--- src/hw/rtl/gnse_pkg.sv ---
// Shared types and constants for the gate netlist stream evaluator.
// Used by the parser front end, the command queue and the evaluation back end.
package gnse_pkg;

	localparam int WidthW    = 7;   // level width field, 1..64
	localparam int IdxW      = 6;   // operand bit index
	localparam int QDepth    = 4;   // command queue entries
	localparam int OutDataW  = 104; // level_bits, level_index, status, zero pad

	localparam logic [7:0] GATE_TYPES = 8'h0e;

	localparam logic [1:0] ST_DONE      = 2'd0;
	localparam logic [1:0] ST_BAD_WIDTH = 2'd1;
	localparam logic [1:0] ST_BAD_TYPE  = 2'd2;
	localparam logic [1:0] ST_BAD_INDEX = 2'd3;

	typedef enum logic [1:0] {
		CK_LOAD,    // width accepted: load level 0 input
		CK_OPND,    // one operand of a gate
		CK_FAIL     // parse error, report and stop
	} cmd_kind_t;

	typedef struct packed {
		cmd_kind_t         kind;
		logic [IdxW-1:0]   idx;
		logic [1:0]        slot;
		logic [3:0]        gtype;
		logic [IdxW-1:0]   gpos;
		logic              gate_done;
		logic              level_end;
		logic              last_level;
		logic [1:0]        code;
	} cmd_t;

endpackage

--- src/hw/rtl/gnse_front.sv ---
// Byte parser: header skip, 64-bit field assembly, gate record decode.
// Emits at most one command word per byte (width load, operand or error); uses gnse_pkg.
module gnse_front #(
	parameter int MAX_WIDTH = 64
) (
	input  logic          clk,
	input  logic          arst_n,
	input  logic          fire,
	input  logic [7:0]    data_byte,
	input  logic          start_of_file,
	output logic          cmd_valid,
	output gnse_pkg::cmd_t cmd
);
	import gnse_pkg::*;

	typedef enum logic [2:0] {
		PH_HEADER, PH_WIDTH, PH_COUNT, PH_SKIP_A, PH_SKIP_B, PH_TYPE, PH_OPERAND, PH_IDLE
	} phase_t;

	phase_t            ph_q, ph_e, ph_n;
	logic              halt_q, halt_e, halt_n;
	logic [2:0]        bc_q, bc_e, bc_n;
	logic [55:0]       acc_q;
	logic [WidthW-1:0] wid_q, wid_n;
	logic [63:0]       rem_q, rem_n;
	logic [3:0]        type_q, type_n;
	logic [1:0]        opl_q, opl_n;
	logic [1:0]        slot_q, slot_n;
	logic [IdxW-1:0]   gpos_q, gpos_e, gpos_n;
	logic [63:0]       v;
	logic [WidthW-1:0] gpos_inc;
	logic              gate_last, lend, fin;

	function automatic logic [1:0] op_count(input logic [3:0] t);
		if (t == 4'd0) return 2'd1;
		else if (t <= 4'd6) return 2'd2;
		else return 2'd3;
	endfunction

	// a start mark clears parse state; the byte itself is header byte 0
	assign ph_e   = start_of_file ? PH_HEADER : ph_q;
	assign halt_e = start_of_file ? 1'b0 : halt_q;
	assign bc_e   = start_of_file ? 3'd0 : bc_q;
	assign gpos_e = start_of_file ? '0 : gpos_q;

	assign v         = {data_byte, acc_q};
	assign gpos_inc  = WidthW'(gpos_e) + WidthW'(1);
	assign gate_last = (opl_q == 2'd1);
	assign lend      = gate_last && (gpos_inc == wid_q);
	assign fin       = (rem_q <= 64'(wid_q));

	always_comb begin
		ph_n      = ph_e;
		halt_n    = halt_e;
		bc_n      = bc_e;
		wid_n     = wid_q;
		rem_n     = rem_q;
		type_n    = type_q;
		opl_n     = opl_q;
		slot_n    = slot_q;
		gpos_n    = gpos_e;
		cmd_valid = 1'b0;
		cmd       = '0;
		cmd.kind  = CK_OPND;
		if (!halt_e && ph_e != PH_IDLE) begin
			unique case (ph_e)
				PH_HEADER: begin
					bc_n = bc_e + 3'd1;
					if (bc_e == 3'd3) begin
						ph_n = PH_WIDTH;
						bc_n = 3'd0;
					end
				end
				PH_TYPE: begin
					if (data_byte >= GATE_TYPES) begin
						halt_n    = 1'b1;
						cmd_valid = 1'b1;
						cmd.kind  = CK_FAIL;
						cmd.code  = ST_BAD_TYPE;
					end else begin
						type_n = data_byte[3:0];
						opl_n  = op_count(data_byte[3:0]);
						slot_n = 2'd0;
						ph_n   = PH_OPERAND;
						bc_n   = 3'd0;
					end
				end
				default: begin
					bc_n = bc_e + 3'd1;
					if (bc_e == 3'd7) begin
						unique case (ph_e)
							PH_WIDTH: begin
								if (v == 64'd0 || v > 64'(MAX_WIDTH)) begin
									halt_n    = 1'b1;
									cmd_valid = 1'b1;
									cmd.kind  = CK_FAIL;
									cmd.code  = ST_BAD_WIDTH;
								end else begin
									wid_n     = v[WidthW-1:0];
									ph_n      = PH_COUNT;
									cmd_valid = 1'b1;
									cmd.kind  = CK_LOAD;
								end
							end
							PH_COUNT: begin
								// raw count; a level is whole while at least width remain
								rem_n = v;
								ph_n  = PH_SKIP_A;
							end
							PH_SKIP_A: ph_n = PH_SKIP_B;
							PH_SKIP_B: ph_n = (rem_q < 64'(wid_q)) ? PH_IDLE : PH_TYPE;
							PH_OPERAND: begin
								if (v[63:WidthW] != '0 || v[WidthW-1:0] >= wid_q) begin
									halt_n    = 1'b1;
									cmd_valid = 1'b1;
									cmd.kind  = CK_FAIL;
									cmd.code  = ST_BAD_INDEX;
								end else begin
									cmd_valid      = 1'b1;
									cmd.kind       = CK_OPND;
									cmd.idx        = v[IdxW-1:0];
									cmd.slot       = slot_q;
									cmd.gtype      = type_q;
									cmd.gpos       = gpos_e;
									cmd.gate_done  = gate_last;
									cmd.level_end  = lend;
									cmd.last_level = fin;
									opl_n          = opl_q - 2'd1;
									slot_n         = slot_q + 2'd1;
									if (gate_last) begin
										rem_n  = rem_q - 64'd1;
										gpos_n = lend ? '0 : gpos_inc[IdxW-1:0];
										ph_n   = (lend && fin) ? PH_IDLE : PH_TYPE;
									end
								end
							end
							default: ;
						endcase
					end
				end
			endcase
		end
	end

	always_ff @(posedge clk or negedge arst_n) begin
		if (!arst_n) begin
			ph_q   <= PH_HEADER;
			halt_q <= 1'b0;
			bc_q   <= 3'd0;
			wid_q  <= '0;
			rem_q  <= '0;
			type_q <= '0;
			opl_q  <= '0;
			slot_q <= '0;
			gpos_q <= '0;
		end else if (fire) begin
			ph_q   <= ph_n;
			halt_q <= halt_n;
			bc_q   <= bc_n;
			wid_q  <= wid_n;
			rem_q  <= rem_n;
			type_q <= type_n;
			opl_q  <= opl_n;
			slot_q <= slot_n;
			gpos_q <= gpos_n;
		end
	end

	// bytes land at their own lane; the top byte is taken straight from the input
	always_ff @(posedge clk) begin
		if (fire && bc_e != 3'd7) begin
			acc_q[{bc_e, 3'b000} +: 8] <= data_byte;
		end
	end

endmodule

--- src/hw/rtl/gnse_fifo.sv ---
// Short command queue between parser and evaluator.
// Flop-based, QDepth entries of gnse_pkg::cmd_t.
module gnse_fifo (
	input  logic           clk,
	input  logic           arst_n,
	input  logic           push,
	input  gnse_pkg::cmd_t push_data,
	output logic           full,
	output logic           pop_valid,
	input  logic           pop,
	output gnse_pkg::cmd_t pop_data
);
	import gnse_pkg::*;

	localparam int PW = $clog2(QDepth);

	cmd_t           mem_q [QDepth];
	logic [PW-1:0]  wp_q, rp_q;
	logic [PW:0]    cnt_q;
	logic           do_push, do_pop;

	assign full      = (cnt_q == (PW+1)'(QDepth));
	assign pop_valid = (cnt_q != '0);
	assign pop_data  = mem_q[rp_q];
	assign do_push   = push && !full;
	assign do_pop    = pop && pop_valid;

	always_ff @(posedge clk or negedge arst_n) begin
		if (!arst_n) begin
			wp_q  <= '0;
			rp_q  <= '0;
			cnt_q <= '0;
		end else begin
			if (do_push) wp_q <= wp_q + PW'(1);
			if (do_pop)  rp_q <= rp_q + PW'(1);
			if (do_push && !do_pop)      cnt_q <= cnt_q + (PW+1)'(1);
			else if (do_pop && !do_push) cnt_q <= cnt_q - (PW+1)'(1);
		end
	end

	always_ff @(posedge clk) begin
		if (do_push) mem_q[wp_q] <= push_data;
	end

endmodule

--- src/hw/rtl/gnse_back.sv ---
// Evaluator: double-buffered level vectors, gate logic, level counter, output register.
// Consumes gnse_pkg::cmd_t words from the queue.
module gnse_back #(
	parameter int MAX_WIDTH = 64
) (
	input  logic                          clk,
	input  logic                          arst_n,
	input  logic [63:0]                   initial_bits,
	input  logic                          cmd_valid,
	input  gnse_pkg::cmd_t                cmd,
	output logic                          cmd_pop,
	output logic                          out_valid,
	input  logic                          out_ready,
	output logic [gnse_pkg::OutDataW-1:0] out_data,
	output logic                          out_last
);
	import gnse_pkg::*;

	localparam int IW = (MAX_WIDTH > 1) ? $clog2(MAX_WIDTH) : 1;

	logic [MAX_WIDTH-1:0] prev_q, bld_q, bld_new, gate_mask;
	logic [2:0]           ops_q, ops_now;
	logic [31:0]          lvl_q;
	logic                 emit, out_free, go, bit_in, gv;

	function automatic logic gate_value(input logic [3:0] t, input logic [2:0] o);
		logic a, b, c;
		a = o[0];
		b = o[1];
		c = o[2];
		unique case (t)
			4'd0:    return ~a;
			4'd1:    return a & b;
			4'd2:    return a | b;
			4'd3:    return a ^ b;
			4'd4:    return ~(a & b);
			4'd5:    return ~(a | b);
			4'd6:    return ~(a ^ b);
			4'd7:    return a & b & c;
			4'd8:    return a | b | c;
			4'd9:    return ~(a & b & c);
			4'd10:   return ~(a | b | c);
			4'd11:   return a ^ b ^ c;
			4'd12:   return ~(a ^ b ^ c);
			default: return a ? b : c;
		endcase
	endfunction

	assign emit     = (cmd.kind == CK_FAIL) || (cmd.kind == CK_OPND && cmd.level_end);
	assign out_free = !out_valid || out_ready;
	assign go       = cmd_valid && (out_free || !emit);
	assign cmd_pop  = go;

	assign bit_in    = prev_q[cmd.idx[IW-1:0]];
	assign ops_now   = ((cmd.slot == 2'd0) ? 3'b000 : ops_q) | (3'(bit_in) << cmd.slot);
	assign gv        = gate_value(cmd.gtype, ops_now);
	assign gate_mask = MAX_WIDTH'(gv) << cmd.gpos[IW-1:0];
	assign bld_new   = bld_q | gate_mask;

	always_ff @(posedge clk or negedge arst_n) begin
		if (!arst_n) begin
			prev_q    <= '0;
			bld_q     <= '0;
			ops_q     <= '0;
			lvl_q     <= '0;
			out_valid <= 1'b0;
			out_data  <= '0;
			out_last  <= 1'b0;
		end else begin
			if (out_ready) out_valid <= 1'b0;
			if (go) begin
				unique case (cmd.kind)
					CK_LOAD: begin
						prev_q <= initial_bits[MAX_WIDTH-1:0];
						bld_q  <= '0;
						lvl_q  <= '0;
					end
					CK_OPND: begin
						ops_q <= ops_now;
						if (cmd.gate_done) begin
							if (cmd.level_end) begin
								prev_q    <= bld_new;
								bld_q     <= '0;
								if (lvl_q != 32'hffff_ffff) lvl_q <= lvl_q + 32'd1;
								out_valid <= 1'b1;
								out_last  <= cmd.last_level;
								out_data  <= {6'd0, ST_DONE, lvl_q, 64'(bld_new)};
							end else begin
								bld_q <= bld_new;
							end
						end
					end
					CK_FAIL: begin
						// a width error comes before any level, so its index is zero
						out_valid <= 1'b1;
						out_last  <= 1'b1;
						out_data  <= {6'd0, cmd.code,
							(cmd.code == ST_BAD_WIDTH) ? 32'd0 : lvl_q, 64'd0};
					end
					default: ;
				endcase
			end
		end
	end

endmodule

--- src/hw/rtl/gate_netlist_stream_evaluator_unit.sv ---
// Gate netlist stream evaluator: one netlist file byte per word, one level vector out.
// Path of a result word from the byte that completes it:
// parser to queue register, then evaluator to output register.
// Throughput: 1 byte per cycle while the command queue is not full.
// Reset clears parse state, level buffers, counters and initial_bits; no clearing pass.
// Uses gnse_pkg, gnse_front, gnse_fifo and gnse_back.
module gate_netlist_stream_evaluator_unit #(
	parameter int MAX_WIDTH = 64
) (
	input  logic                          clk,
	input  logic                          arst_n,
	input  logic                          s_tvalid,
	output logic                          s_tready,
	input  logic [7:0]                    s_tdata,   // [7:0] data_byte
	input  logic [0:0]                    s_tuser,   // [0] start_of_file
	output logic                          m_tvalid,
	input  logic                          m_tready,
	// [63:0] level_bits, [95:64] level_index, [97:96] status, [103:98] zero
	output logic [gnse_pkg::OutDataW-1:0] m_tdata,
	output logic                          m_tlast,   // final_level
	input  logic                          cfg_valid,
	output logic                          cfg_ready,
	input  logic [63:0]                   cfg_data
);
	import gnse_pkg::*;

	logic        fire, q_full, f_cmd_valid, q_valid, q_pop;
	cmd_t        f_cmd, q_cmd;
	logic [63:0] init_q;

	assign cfg_ready = 1'b1;
	assign s_tready  = !q_full;
	assign fire      = s_tvalid && s_tready;

	always_ff @(posedge clk or negedge arst_n) begin
		if (!arst_n) init_q <= '0;
		else if (cfg_valid) init_q <= cfg_data;
	end

	gnse_front #(.MAX_WIDTH(MAX_WIDTH)) u_front (
		.clk           (clk),
		.arst_n        (arst_n),
		.fire          (fire),
		.data_byte     (s_tdata),
		.start_of_file (s_tuser[0]),
		.cmd_valid     (f_cmd_valid),
		.cmd           (f_cmd)
	);

	gnse_fifo u_fifo (
		.clk       (clk),
		.arst_n    (arst_n),
		.push      (fire && f_cmd_valid),
		.push_data (f_cmd),
		.full      (q_full),
		.pop_valid (q_valid),
		.pop       (q_pop),
		.pop_data  (q_cmd)
	);

	gnse_back #(.MAX_WIDTH(MAX_WIDTH)) u_back (
		.clk          (clk),
		.arst_n       (arst_n),
		.initial_bits (init_q),
		.cmd_valid    (q_valid),
		.cmd          (q_cmd),
		.cmd_pop      (q_pop),
		.out_valid    (m_tvalid),
		.out_ready    (m_tready),
		.out_data     (m_tdata),
		.out_last     (m_tlast)
	);

endmodule
--- config.mk ---
export PLATFORM = sky130hd
export DESIGN_NAME = gate_netlist_stream_evaluator_unit
export DESIGN_NICKNAME = d
export VERILOG_FILES = /design/src/hw/rtl/gnse_pkg.sv /design/src/hw/rtl/gnse_front.sv /design/src/hw/rtl/gnse_fifo.sv /design/src/hw/rtl/gnse_back.sv /design/src/hw/rtl/gate_netlist_stream_evaluator_unit.sv
export SDC_FILE = /design/constraint.sdc
export NUM_CORES = 1
export LEC_CHECK = 0
export ABC_AREA = 1
export BUFFER_PORTS_ARGS = -buffer_cell sky130_fd_sc_hd__clkbuf_2
export CAP_MARGIN = 40
export CORE_MARGIN = 3
export CORE_UTILIZATION = 60
export DETAILED_ROUTE_END_ITERATION = 10
export HOLD_SLACK_MARGIN = 0.05
export PLACE_DENSITY = 0.84
export SLEW_MARGIN = 25
export SYNTH_ARGS = -nofsm -noshare
export SYNTH_HDL_FRONTEND = slang
export SYNTH_SLANG_ARGS = --single-unit
--- constraint.sdc ---
create_clock -name clk -period 9.85 [get_ports clk]
set_input_delay 0.4925 -clock clk [delete_from_list [all_inputs] [get_ports clk]]
set_output_delay 0.4925 -clock clk [all_outputs]
set_load 0.005 [all_outputs]
-- After elaboration in Yosys (flattened, before gate mapping)
Memories as Yosys holds them, arrays and structs flattened.
Cells that the tools add are included.
- add/subtract/negate cells: 11
- $lt $le $gt $ge: 7
- eq/ne operators: 36
- shifts and indexed selects: 4
- multiplexer cells: 100
- bitwise gates (word level): 19
- reduce and logical (&&, ||, !) cells: 48
- operators by type and width (kind ; count):
    $mux 64 ; 6
    $pmux 64 s2 ; 3
    $mux 104 ; 2
    $pmux 104 s2 ; 1
    $mux 32 ; 4
    $gt 64x7->1 const B ; 1
    $le 64x7->1 ; 1
    $logic_not 64->1 ; 1
    $lt 64x7->1 ; 1
    $or 64x64->64 ; 1
    $pmux 32 s2 ; 1
    $shl 1x6->64 ; 1
    $sub 64x1->64 const B ; 1
    $mux 21 ; 3
    $reduce_bool 57->1 ; 1
    $bwmux 56 ; 1
    $shift 8x8->56 const A ; 1
    $shiftx 8x8->56 ; 1
    $mux 25 ; 2
    $mux 6 ; 8
    $mux 3 ; 15
    $add 32x1->32 const B ; 1
    $mux 2 ; 16
    $ne 32x32->1 const B ; 1
    51 further kinds ; 151
- register bits after elaboration: 488
- memory bits (writable): 100
- bits of input ports: 78
- output and inout port bits: 108
- word-level logic and storage cells: 247
- memories: 1
- memory list (memory ; words ; width ; read ports ; clocked after Yosys merged registers in ; write ports ; RTL line ; source):
    u_fifo.mem_q ; 4 ; 25 ; 1 ; 0 ; 1 ; gnse_fifo.sv:17 ; cmd_t mem_q [QDepth];

-- Longest topological paths before layout
Gate-level depths: netlist of the first run.
An unclocked memory read counts as a cell.
- depth in word-level cells: 14
- mapped depth: 31
- gate-level depth less buffers: 29

-- Hierarchy
A second synthesis of the first run with hierarchy kept.
- cell total of the unflattened synthesis: 3811
- area, all modules: 30555.6 µm²
- modules (own cells, without submodules) (module ; times used ; cells an instance ; area each (µm²) ; sequential area each (µm²)):
    gnse_back ; 1 ; 1827 ; 13915.8 ; 6581.3
    gnse_front ; 1 ; 1355 ; 9700.6 ; 3983.8
    gnse_fifo ; 1 ; 352 ; 4463.0 ; 3178.0
    gate_netlist_stream_evaluator_unit ; 1 ; 277 ; 2476.1 ; 1601.5

-- Least setup slack after synthesis of the first run
OpenSTA, ideal clock, no wires.
- path kind: reg2reg
- from: register u_fifo.rp_q[0]
- to: register u_back.lvl_q[31]
- arrival time: 4.141 ns
- required time: 9.728 ns
- path slack: 5.587 ns
- stages on the path, launching flop included: 30
- clock period less this slack: 4.263 ns
- cells stage by stage: dfrtp_1 -> buf_4 -> buf_4 -> buf_4 -> buf_2 -> buf_1 -> clkbuf_1 -> nand2_1 -> a32oi_1 -> inv_1 -> ha_1 -> clkbuf_1 -> nor2_1 -> nor2_1 -> o21ai_2 -> nand2_2 -> inv_2 -> nand4_4 -> nor2_2 -> nand2_1 -> nor2_2 -> nand4_2 -> nor4_2 -> nand3_2 -> nor3_2 -> nand2_1 -> nor2_1 -> nand2_1 -> o21ai_1 -> a21oi_1
- longest elaborated chain between the ends: 8
- elaborated cells on any way between the ends: 15
- those cells by class: 5 x eq/ne; 1 x mux; 8 x reduce/logical; 1 x memory
- RTL lines (element ; RTL line ; source):
    from (decl) ; gnse_fifo.sv:18 ; logic [PW-1:0] wp_q, rp_q;
    from (signal assigned) ; gnse_fifo.sv:35 ; if (do_pop) rp_q <= rp_q + PW'(1);
    $mem_v2 4x25 * ; -- ;
    $eq 2x1->1 ; gnse_back.sv:49, gnse_back.sv:72 ;
    $logic_and 1x1->1 ; gnse_back.sv:49 ; assign emit = (cmd.kind == CK_FAIL) || (cmd.kind == CK_OPND && cmd.level_end);
    $logic_or 1x1->1 ; gnse_back.sv:49 ;
    $logic_not 1->1 ; gnse_back.sv:51 ; assign go = cmd_valid && (out_free || !emit);
    $logic_or 1x1->1 ; gnse_back.sv:51 ;
    $logic_and 1x1->1 ; gnse_back.sv:51 ;
    $reduce_and 5->1 (no line) ; -- ;
    to (signal assigned) ; gnse_back.sv:84 ; if (lvl_q != 32'hffff_ffff) lvl_q <= lvl_q + 32'd1;
    to (decl) ; gnse_back.sv:23 ; logic [31:0] lvl_q;
Every way passes the cells marked *; elsewhere a longest branch is shown, timed or not.
A chain may end at the register's enable or synchronous reset.

-- Worst setup path after layout of the first run
- from: register u_fifo.rp_q[0]
- to: register u_back.out_data[0] in the netlist's numbering
- longest elaborated chain between the ends: 14
- elaborated cells on any way between the ends: 51
- those cells by class: 16 x eq/ne; 2 x shift; 8 x mux; 15 x bitwise; 9 x reduce/logical; 1 x memory
- RTL lines (element ; RTL line ; source):
    $mem_v2 4x25 * ; -- ;
    $bmux 1 s6 ; gnse_back.sv:54 ; assign bit_in = prev_q[cmd.idx[IW-1:0]];
    $mux 1 (not written as such) ; gnse_back.sv:54 ;
    $shl 1x2->3 ; gnse_back.sv:55 ; assign ops_now = ((cmd.slot == 2'd0) ? 3'b000 : ops_q) | (3'(bit_in) << cmd.slot);
    $or 3x3->3 * ; gnse_back.sv:55 ;
    via u_back.ops_now[0] ; gnse_back.sv:22 ; logic [2:0] ops_q, ops_now;
    $xor 1x1->1, or another cell as far along ; -- ;
    $xor 1x1->1, or another cell as far along ; gnse_back.sv:43, gnse_back.sv:44 ;
    $not 1->1, on equally long branches ; gnse_back.sv:44, gnse_back.sv:41, gnse_back.sv:42 ;
    $pmux 1 s13 * ; gnse_back.sv:31 ; unique case (t)
    $shl 1x6->64 * ; gnse_back.sv:57 ; assign gate_mask = MAX_WIDTH'(gv) << cmd.gpos[IW-1:0];
    $or 64x64->64 * ; gnse_back.sv:58 ; assign bld_new = bld_q | gate_mask;
    $mux 104 * ; gnse_back.sv:81 ; if (cmd.level_end) begin
    $mux 104 * ; gnse_back.sv:80 ; if (cmd.gate_done) begin
    $pmux 104 s2 * ; gnse_back.sv:72 ; unique case (cmd.kind)
    to (signal assigned) ; gnse_back.sv:87 ; out_data <= {6'd0, ST_DONE, lvl_q, 64'(bld_new)};
    to (signal assigned) ; gnse_back.sv:97 ; out_data <= {6'd0, cmd.code,
    to (decl) ; gnse_back.sv:14 ; output logic [gnse_pkg::OutDataW-1:0] out_data,
The timed path passes the listed nets; every way through them passes the cells marked *. The select of a mux whose other input is x is not followed.

==> impl_metrics.yaml, run 1 <==
drt:
  viasPerCell: 5.91
  drc_errors: 0
  drtIter0Drc: 2756
  dr.pass1.iters: 9
  ant_nets: 0
  num_vias: 25700
  met2WireLength_um: 36600
  routedWlPerCell_um: 18.3
  wl_met1_um: 32400
  totalWireLength_um: 79300
  dr_wl_met3_um: 7220
  highest_layer: "met4"
cts:
  cts_buffers: 59
  cts_sinks: 582
  clk_pin_slew_ns: 0.06
  cts_max_level: 2
  cts_setup_buffers: 0
  cts_tree: "done"
  max-clock-path-buffers: 3
  insertion_delay_ns: 0.63
  cts_root_buf: "clkbuf_16"
sta:
  slew_viol_final: 0
  tns_ns: 0
  hold_viol_final: 0
  setup_viol: 0
  tightest_slew_ns: 0.955
  min_period_ns: 5.73
  max_freq_mhz: 174
  timing.final.crit_share_pct: 58.2
  max-slew-margin-rel_pct: 36.3
  skew_ns: 0.0230
  rsz0062_at_grt: "false"
yosys:
  syn_inst: 3563
  ys_seq_area_share_pct: 52.1
  synthArstFlopShare_pct: 73.2
  syn_avg_cell_area_um2: 8.26
  synth_edf_count: 156
  synth_ff_type: "dfrtp_1"
  synth_top_cell_by_area: "dfrtp_1"
  ys_top_cells_by_area: "dfrtp_1 36%, edfxtp_1 16%, nand2_1 12%, inv_1 4.8%, nand3_1 4.6%"
  ys_seq_elements: 582
  syn_area_um2: 29400
  synthDistinctLibCells: 65
  yosys_warnings: 0
  synth_top_area_share_pct: 36.2
grt:
  antenna_found_initial: 0
  grt_start_max_net_pins: 166
  grt_overflow: 0
  grt_pass1_wl_um: 125000
  grt_util_all_layers_pct: 30.3
  grt_pass1_vias: 23700
die:
  initial_utilization_pct: 61.2
  core_um2: 48000
  die-area_um2: 51700
  num_rows: 80
  die_h_um: 227
  die_w_um: 227
  ios: 186
finish:
  antennaDiodeCount: 0
  layout_commonest_cell: "nand2_1"
  nNetsFinal: 3795
  final_cell_mix: "929 x nand2_1, 426 x dfrtp_1, 376 x inv_1"
  multiInputGateArea_um2: 12000
  fill_cells: 3718
  drive_above_1_share_pct: 10.9
  final_cells: 4343
  final_area_um2: 32900
  area_growth_pct: 12.0
  seqCellArea_um2: 15300
setup_path:
  crit_path_top_delay_cell: "nand2_2"
  arrival_ns: 6.30
  cpMostUsedCell: "nand2_1"
  worstSetupPathType: "reg2reg"
  slowest_delay_ns: 0.70
  worstSetupStartpointType: "flop"
  crit_path_end_kind: "flop"
  critPathRequiredTime_ns: 10.42
  path_max_fanout: 52
power_and_ir_drop:
  peakVddDrop_mv: 0.235
  power.leakage_nw: 15.6
  power_density_nw_per_um2: 278
placement:
  dp_cells: 4232
  hpwl_um: 52500
  routabilityCongestion: 0.931
  placed_cell_area_um2: 30900
  port_buffers: 178
outcome:
  status: "completed"
min_path:
  hold_path_class: "in2reg"
run:
  cap_violations: 0
==> Yosys cell counts, types with 18 or more instances <==
library cell and number:
ha_1 34, nand2_1 930, xor2_1 34, inv_1 378, a21boi_1 64, a21oi_1 147, o21ai_0 251, nor4_1 38
nand3_1 272, nand4_1 85, a31oi_1 28, nor2_1 320, nor3_1 54, edfxtp_1 156, clkbuf_1 127, or2_2 18
dfrtp_1 426
==> worst max-delay path: cells and delay by family, from the launching register on <==
| kind | cells | cell delay, ns |
|---|---|---|
| adder cells (fa/ha/maj) | 1 | 0.34 |
| flip-flops | 1 | 0.32 |
| AND/OR/NAND/NOR | 22 | 3.75 |
| buffers and inverters | 5 | 0.97 |
| AO/OA/AOI/OAI | 2 | 0.25 |
==> power by group <==
group          internal [mW]  total (mW)  switching (mW)
Clock                   1.34        2.29           0.955
Combinational           1.05        3.85            2.80
Sequential              2.79        3.00           0.211
Total                   5.17        9.14            3.97
==> kinds of logic (layout without fill, tap and decap cells) <==
family	count (synthesis)	in the layout	share of synthesized area (%)
buffers and inverters	562	722	7.43
AND/OR/NAND/NOR	1773	1773	26.5
adder cells (fa/ha/maj)	35	35	1.51
other	2	7	0.0255
XOR/XNOR	38	38	1.13
AO/OA/AOI/OAI	571	571	11.3
flip-flops	582	582	52.1
==> through the flow <==
step | hold slack, ns | total power [mW] | utilization (%) | setup WS [ns]
after floorplan | 0.197 | 5.60 | - | 5.59
after global routing | 0.0718 | 9.63 | 68.6 | 3.67
final | 0.0668 | 9.14 | 68.6 | 4.12
after CTS | 0.0504 | 9.06 | 68.4 | 4.27
after detailed placement | 0.466 | 6.76 | 64.3 | 4.32
after global placement | 0.458 | 6.66 | 64.0 | 4.38
==> sequential cells by signal (all words and copies together), names as in the netlist, 4 cells and up <==
register and flops:
u_fifo.mem_q 100, u_back.lvl_q 32, u_back.bld_q 64, init_q 64
u_back.out_data 98, u_front.acc_q 56, u_back.prev_q 64, u_front.gpos_q 6
u_front.rem_q 64, u_front.wid_q 7, u_front.type_q 4
==> path summary, 6_finish.rpt <==
path                       slack, ns                              end  depth (start not counted)                            start
setup / recovery                4.12   u_back.out_data[0]$_DFFE_PN0P_                         30       u_fifo.rp_q[0]$_DFFE_PN0P_
hold / removal                  0.07           init_q[20]$_DFFE_PN0P_                          3                     cfg_data[20]
setup reg to reg                4.12   u_back.out_data[0]$_DFFE_PN0P_                         30       u_fifo.rp_q[0]$_DFFE_PN0P_
hold reg to reg                 0.48  u_back.out_data[74]$_DFFE_PN0P_                          2  u_back.out_data[74]$_DFFE_PN0P_
max in group asynchronous       7.80    u_front.rem_q[62]$_DFFE_PN0P_                          6                           arst_n
min in group asynchronous       0.36  u_back.out_data[88]$_DFFE_PN0P_                          2                           arst_n
==> layer usage <==
| metal | vias to the layer above | GRT usage [%] |
|---|---|---|
| li1 | 12000 | - |
| met1 | 12100 | 42.4 |
| met2 | 1308 | 48.2 |
| met3 | 225 | 4.91 |
| met4 | 0 | 11.3 |
| met5 | - | 0 |
==> what timing repair did <==
item	4_1_cts	5_1_grt
gates resized for setup	0	0
hold buffers	1	0
hold endpoints to repair	96	0
setup endpoints to repair	0	0
==> area by class of cell <==
type,instances,area share [%]
clock buffer,84,5.20
clock inverter,23,0.828
inverter,393,4.49
multi-input combinational,2424,36.4
sequential,582,46.6
tap,615,2.34
timing repair buffer,222,4.19
Power figures use the tool's default switching activity.
==> run 2, diff against run 1 <==
Clock period 9.85 ns to 5.73 ns, I/O delays scaled along.
==> run 2 against run 1 <==
Effect of this change: clock skew is 0.0061 ns lower; global-route usage is 1.2 points higher; cell count is 1.7% higher; highest routed layer is now met5.
==> impl_metrics.yaml, run 2 (synthesis gave the netlist of run 1 again) <==
power_and_ir_drop:
  power_density_nw_per_um2: 468
  p_total_mw: 15.7
  power.leakage_nw: 15.8
  peakVddDrop_mv: 0.402
placement:
  port_buffers: 178
  hpwl_um: 52800
  routabilityCongestion: 0.912
  dp_cells: 4232
cts:
  cts_sinks: 582
  max-clock-path-buffers: 3
  cts_max_level: 2
  cts_buffers: 59
  cts_tree: "done"
  cts_resized: 0
  clk_pin_slew_ns: 0.07
  insertion_delay_ns: 0.63
  cts_root_buf: "clkbuf_16"
grt:
  grt_util_all_layers_pct: 31.5
  grt_pass1_vias: 24700
  grt_pass1_wl_um: 130000
  grt_start_max_net_pins: 167
  grt_overflow: 0
  antenna_found_initial: 1
drt:
  drc_errors: 0
  routedWlPerCell_um: 18.6
  viasPerCell: 5.95
  drtIter0Drc: 3094
  num_vias: 26300
  totalWireLength_um: 82000
  dr.pass1.iters: 7
  ant_nets: 0
finish:
  drive_above_1_share_pct: 10.7
  layout_commonest_cell: "nand2_1"
  nNetsFinal: 3864
  antennaDiodeCount: 0
  final_cell_mix: "929 x nand2_1, 426 x dfrtp_1, 376 x inv_1"
  area_growth_pct: 14.0
  top_regs: "u_fifo.mem_q (100), u_back.out_data (98)"
  regMostFlops: "u_fifo.mem_q"
  final_cells: 4415
  largest_reg_flops: 100
sta:
  timing.final.crit_share_pct: 88.9
  tns_ns: 0
  rsz0062_at_grt: "false"
  skew_ns: 0.0168
  hold_viol_final: 0
  max_freq_mhz: 196
  min_period_ns: 5.09
  tightest_slew_ns: 0.946
  setup_viol: 0
  slew_viol_final: 0
  max-slew-margin-rel_pct: 37.0
setup_path:
  crit_path_end_kind: "flop"
  worstSetupPathType: "reg2reg"
  path_max_fanout: 51
  worstSetupStartpointType: "flop"
  arrival_ns: 5.66
  critPathRequiredTime_ns: 6.29
die:
  ios: 186
  initial_utilization_pct: 61.2
  die-area_um2: 51700
  core_um2: 48000
  num_rows: 80
  die_w_um: 227
  die_h_um: 227
min_path:
  hold_path_class: "in2reg"
outcome:
  status: "completed"
run:
  cap_violations: 0
## run 2: changes by cell type in the layout (fill, tap and decap cells not counted), sizes merged
cell           before  now
dlygate4sd3         1   72
clkinvlp            1    5
buf                45   42
bufinv              5    3
clkbuf            260  262
clkdlybuf4s15       0    1
clkinv             22   21
## run 2: layer usage
metal | track usage (%) | vias up | share of wire, %
li1 | - | 12200 | -
met1 | 43.0 | 12500 | 40
met2 | 50.2 | 1340 | 47
met3 | 6.49 | 242 | 9.2
met4 | 12.3 | 2 | 3.9
met5 | 0 | - | 0.012
## run 2: report_power, final
group	internal (mW)	total (mW)	switching, mW
Sequential	4.79	5.14	0.350
Combinational	1.79	6.68	4.88
Clock	2.22	3.89	1.67
## run 2: layout make-up
cell class	instances	area, um^2
Timing Repair Buffer	291	2010
Clock buffer	86	1720
Inverter	393	1480
Sequential cell	582	15300
Tap cell	615	769
Clock inverter	24	234
Fill cell	3574	14500
Multi-Input combinational cell	2424	12000
## run 2: final timing paths
check	startpoint	endpoint	slack, ns	depth (start not counted)
worst max-delay path	u_fifo.rp_q[0]$_DFFE_PN0P_	u_back.prev_q[21]$_DFFE_PN0P_	0.64	27
worst min-delay path	s_tdata[5]	u_front.acc_q[45]$_DFFE_PP_	0.07	3
worst max register to register	u_fifo.rp_q[0]$_DFFE_PN0P_	u_back.prev_q[21]$_DFFE_PN0P_	0.64	27
worst min register to register	u_back.out_data[87]$_DFFE_PN0P_	u_back.out_data[87]$_DFFE_PN0P_	0.48	2
max in group asynchronous	arst_n	u_back.bld_q[24]$_DFFE_PN0P_	3.87	4
min in group asynchronous	arst_n	u_back.out_data[80]$_DFFE_PN0P_	0.12	2
## run 2: repair_timing
item / CTS / global route
buffers inserted: 0 / 0
endpoints found under the hold margin: 198 / 0
hold buffers: 72 / 0
## run 2: stage by stage
step	worst slack (ns)	cell area, um^2	hold slack, ns	utilization [%]
2_1_floorplan	1.47	29400	-0.00909	-
3_3_place_gp	0.984	30800	0.462	64.1
3_5_place_dp	0.879	30800	0.466	64.2
4_1_cts	0.791	33500	0.0502	69.8
5_1_grt	0.356	33500	0.0824	69.8
6_report	0.638	33500	0.0735	69.8
## run 2: worst max-delay path, cell delays in order (launching register included)
cell and delay [ns]:
dfrtp_1 0.67, inv_4 0.32, nand2_1 0.14, nand3_1 0.09, nand2_1 0.40, inv_1 0.28, nand3_1 0.18, nand3_1 0.10
nand3_1 0.12, nand3_2 0.15, a31o_2 0.25, nand2_1 0.09, ha_1 0.28, inv_1 0.12, nand3_1 0.08, a31oi_1 0.17
a211oi_1 0.06, nand2_1 0.08, inv_1 0.04, nand2_1 0.05, nor2_1 0.04, nand3_2 0.12, nand4_4 0.13, nor2_4 0.41
nand4_1 0.27, nand3_1 0.17, nand2_1 0.09, nand2_1 0.07
